==> src/rtl/core/assert_macros.svh <==
// ----------------------------------------------------------------------------
// assert_macros.svh
// assertion helpers shared by the lzw decoder rtl
// ----------------------------------------------------------------------------
`ifndef ASSERT_MACROS_SVH
`define ASSERT_MACROS_SVH

// clocked check, masked while reset is active
`define LZW_ASSERT(name, clk, rst_n, prop) \
  name: assert property (@(posedge clk) disable iff (!rst_n) prop) \
    else $error("lzw check failed");

// clocked check that also holds during reset
`define LZW_ASSERT_ALWAYS(name, clk, prop) \
  name: assert property (@(posedge clk) prop) else $error("lzw check failed");

`endif

==> src/rtl/core/lzw_pkg.sv <==
// ----------------------------------------------------------------------------
// lzw_pkg
// shared constants and types of the lzw variable width decoder
// ----------------------------------------------------------------------------
package lzw_pkg;

  localparam int MaxCodeBitsDef = 12;
  localparam int StringLimitDef = 512;
  localparam int CodeW          = 12;
  localparam int MinBits        = 9;

  localparam logic [CodeW-1:0] LzwClear = 12'd256;
  localparam logic [CodeW-1:0] LzwEod   = 12'd257;
  localparam logic [CodeW-1:0] LzwFirst = 12'd258;

  localparam logic [1:0] StOk    = 2'd0;
  localparam logic [1:0] StEnd   = 2'd1;
  localparam logic [1:0] StRange = 2'd2;
  localparam logic [1:0] StTrunc = 2'd3;

  typedef struct packed {
    logic [CodeW-1:0] prev;
    logic [CodeW-1:0] len;
    logic [7:0]       val;
    logic [7:0]       first;
  } dict_entry_t;

endpackage

==> src/rtl/core/lzw_stack.sv <==
// ----------------------------------------------------------------------------
// lzw_stack
// string buffer memory, decoded bytes are written in reverse and read forward
// ----------------------------------------------------------------------------
module lzw_stack import lzw_pkg::*; #(
  parameter int StringLimit = StringLimitDef
) (
  input  logic                           clk_i,
  input  logic                           we_i,
  input  logic [$clog2(StringLimit)-1:0] waddr_i,
  input  logic [7:0]                     wdata_i,
  input  logic                           re_i,
  input  logic [$clog2(StringLimit)-1:0] raddr_i,
  output logic [7:0]                     rdata_o
);

  logic [7:0] mem [StringLimit];

  always_ff @(posedge clk_i) begin
    if (we_i) begin
      mem[waddr_i] <= wdata_i;
    end
    if (re_i) begin
      rdata_o <= mem[raddr_i];
    end
  end

endmodule

==> config.mk <==
export PLATFORM = sky130hd
export DESIGN_NAME = lzw_stack
export DESIGN_NICKNAME = d
export VERILOG_FILES = /design/src/rtl/core/assert_macros.svh /design/src/rtl/core/lzw_pkg.sv /design/src/rtl/core/lzw_stack.sv
export SDC_FILE = /design/constraint.sdc
export NUM_CORES = 2
export LEC_CHECK = 0
export BUFFER_PORTS_ARGS = -buffer_cell sky130_fd_sc_hd__buf_2
export CORE_ASPECT_RATIO = 0.5
export CORE_MARGIN = 3
export CORE_UTILIZATION = 34
export CTS_BUF_LIST = sky130_fd_sc_hd__clkbuf_2
export DETAILED_ROUTE_END_ITERATION = 8
export GPL_ROUTABILITY_DRIVEN = 0
export PLACE_DENSITY_LB_ADDON = 0.12
export SETUP_SLACK_MARGIN = 0.1
export SYNTH_ARGS = -nofsm -noshare
export SYNTH_HDL_FRONTEND = slang
export SYNTH_SLANG_ARGS = --single-unit
==> constraint.sdc <==
create_clock -name clk_i -period 3.7 [get_ports clk_i]
set_input_delay 0.74 -clock clk_i [delete_from_list [all_inputs] [get_ports clk_i]]
set_output_delay 0.74 -clock clk_i [all_outputs]
set_load 0.02 [all_outputs]
==> out/metrics.cfg <==
[grt]
initial_antenna_violation_count=54
grt_max_degree=109
grt_pass1_wl_um=698000
first_global_vias=89000
grt_remaining_overflow=0
global_route.usage.total_pct=20.4

[die]
io_pins=37
initial_util_pct=34.3
coreArea_sq_um=467000
die_area_sq_um=479000
num_rows=177
fp.dieW_um=976
fp.dieH_um=491

[setup_path]
path_buf_inv=1
critPathRequiredTime_ns=2.96
cp.arrival_ns=2.95
r2r.worst_path.cells=7
path_cells=buf_6
crit_path_end_kind=output port
cp_startpoint=rdata_o[6]
cpMaxStageDelayCell=edfxtp_1
crit_family=flip-flops
timing.critical_path.fanout_max=1
max_stage_delay_ns=0.57
reg2reg_from=mem[51][4]
crit_type=reg -> out
reg2reg_to=rdata_o[4]
type_of_origin_of_the_critical_path=flip-flop
ff2ff_setup_slack_ns=0.23

[logic_synthesis]
synth_enable_flop_cells=4104
count_of_mapped_cells_out_of_synthesis=8030
synth_cell_types=50
syn_avg_cell_area_sq_um=19.9
ys_seq_elements=4104
syn_nets=8059
yosysSeqAreaShare_pct=77.0
netlist_area_sq_um=160000
ys_flop_type=edfxtp_1
ys.warnings.count=0
synth-async-reset-ratio_pct=0

[clock_tree]
worstSkewPairLatency_ns=2.16
cts_tree=done
numCtsBuffers=925
cts_root_buf=clkbuf_2
h_tree_depth=6
clkTransAtPathRegs_ns=0.12
clock_tree.buffer_depth=4
cts_num_sinks=4104

[min_path]
whs_endpoint=mem[108][6]
worst_hold_path_type=in -> reg
worstHoldPathCells=4
hold_start=wdata_i[6]

[sta]
fmax_mhz=271
fin_ws_ns=0.00534
setup_viol=0
period_share_pct=99.9
final-hold-violation-count=0
slew-limit-headroom_pct=14.2
finalClockSkew_ns=0.247
report.final.slew_viol_count=0
period_minus_slack_ns=3.69
tightestPinTransition_ns=1.28
grt_setup_unrepaired=true

[layout]
post_layout_net_count=9938
area_delta_synth_final_pct=17.0
final_cell_mix=edfxtp_1, clkbuf_2, buf_4
layout_commonest_cell=edfxtp_1
design_area_sq_um=187000
layout_cell_share_with_drive_strength_beyond_1_pct=33.0
layout_filler_cell_count=43000

[drt]
wl_um=499000
dr_total_vias=87900
number_of_iterations_in_the_first_detailed_routing_pass=5
viasPerCell=5.21
route.antenna.remaining_nets=0
drc=0
drtIter0Drc=8967
detail_route.wl_per_cell_um=29.6

[power]
power.ir.vdd_worst_uv=243
leakage_nw=62.8
power.density_nw_per_um2=458

[placed_design]
pre_cts_setup_slack_ns=-1.12
i_o_buffers=36
post_dp_cell_area_sq_um=178000
dp_hpwl_um=321000

[run]
maxCapViolCount=0

[outcome]
outcome=finished clean

## how the worst max path moves through the flow
stage | to | slack [ns] | depth (start not counted)
floorplan | rdata_o[0] | 0.85 | 10
global placement | rdata_o[1] | -1.24 | 10
detailed placement | rdata_o[5] | -1.12 | 11
CTS | rdata_o[6] | -0.39 | 1
global route | rdata_o[6] | -0.23 | 1
finish | rdata_o[6] | 0.005 | 1
## stage by stage
step | instances | hold slack (ns) | total power (W) | utilization (%) | setup TNS, ns
finish | 16900 | 0.338 | 0.0857 | 40.1 | 0
CTS | 16900 | 0.00575 | 0.0871 | 40.1 | -1.88
global placement | 15200 | 1.18 | 0.0579 | 38.1 | -6.13
detailed placement | 15200 | 1.19 | 0.0580 | 38.1 | -5.54
floorplan | 8030 | 0.839 | 0.0547 | - | 0
global route | 16900 | 0.117 | 0.0896 | 40.1 | -1.02
## sequential cells by signal, summed over array words and instances, names as in the netlist
register	flops
rdata_o	8
mem	4096
## cells by family (layout without fill, tap and decap cells)
kind of cell	after synthesis	in the layout	share of synthesized area [%]
DFF	4104	4104	77.0
muxes	1451	1451	14.2
and+or+nand+nor	980	980	2.63
AOI/OAI and AO/OA	979	979	4.31
buffers and inverters	516	3081	1.85
other	0	14	0
## layout make-up
cell class                 instances  area, sq um  area share (%)
sequential                      4104       123000            65.8
multi-input combinational       3410        34000            18.2
timing repair buffer            1465        14000            7.47
tap                             6265         7840            4.19
clock buffer                    1350         6760            3.61
clock inverter                   263         1360           0.725
antenna                           14         35.0          0.0187
inverter                           3         21.3          0.0114
## cell usage after synthesis, types with 2 or more instances
master	number	area [sq um]
buf_6	64	721
and3_1	4	25.0
o211ai_1	2	15.0
a31oi_1	2	12.5
buf_12	5	100
or3_1	6	37.5
o21ai_0	118	591
or2_2	4	25.0
a211o_1	2	17.5
nor2b_1	6	37.5
nand4_1	32	200
nand3_1	36	180
nand2_1	111	417
o2111a_1	8	90.1
edfxtp_1	4104	123000
o22a_1	3	26.3
nor4_1	36	225
mux2i_1	797	7980
a21oi_1	194	971
buf_4	70	526
nand2b_1	4	25.0
a211oi_1	17	128
nor2_1	597	2240
o311ai_0	5	43.8
a22oi_1	61	458
o221ai_1	371	3250
inv_1	2	7.51
buf_8	11	165
and3b_1	4	35.0
o41ai_1	7	61.3
a22o_1	5	43.8
buf_1	41	154
nor3b_1	8	60.1
and2_1	20	125
o31ai_1	13	97.6
a2111oi_0	3	26.3
buf_2	57	285
o22ai_1	163	1020
nor3_1	109	546
mux4_2	654	14700
clkbuf_1	265	995
## power breakdown
| part | switching (W) | total [W] | leakage (nW) | internal, W |
|---|---|---|---|---|
| Sequential | 0.0000403 | 0.0512 | 36.9 | 0.0511 |
| Clock | 0.0184 | 0.0287 | 6.22 | 0.0103 |
| Combinational | 0.00363 | 0.00580 | 19.7 | 0.00216 |
## timing repair
action | 4_1_cts | 5_1_grt
buffers inserted | 0 | 1
pin swaps | 0 | 3
hold endpoints to repair | 8197 | 0
hold buffers | 89 | 0
setup endpoints to repair | 9 | 10
resized for setup | 17 | 4
## metal layers
layer | vias up | track usage (%) | share of wire [%]
li1 | 37800 | - | -
met1 | 46400 | 30.3 | 46
met2 | 3038 | 31.3 | 46
met3 | 657 | 3.73 | 6.3
met4 | 12 | 4.33 | 1.8
met5 | - | 0 | 0.016
No activity file was read; power rests on OpenSTA's default activity.
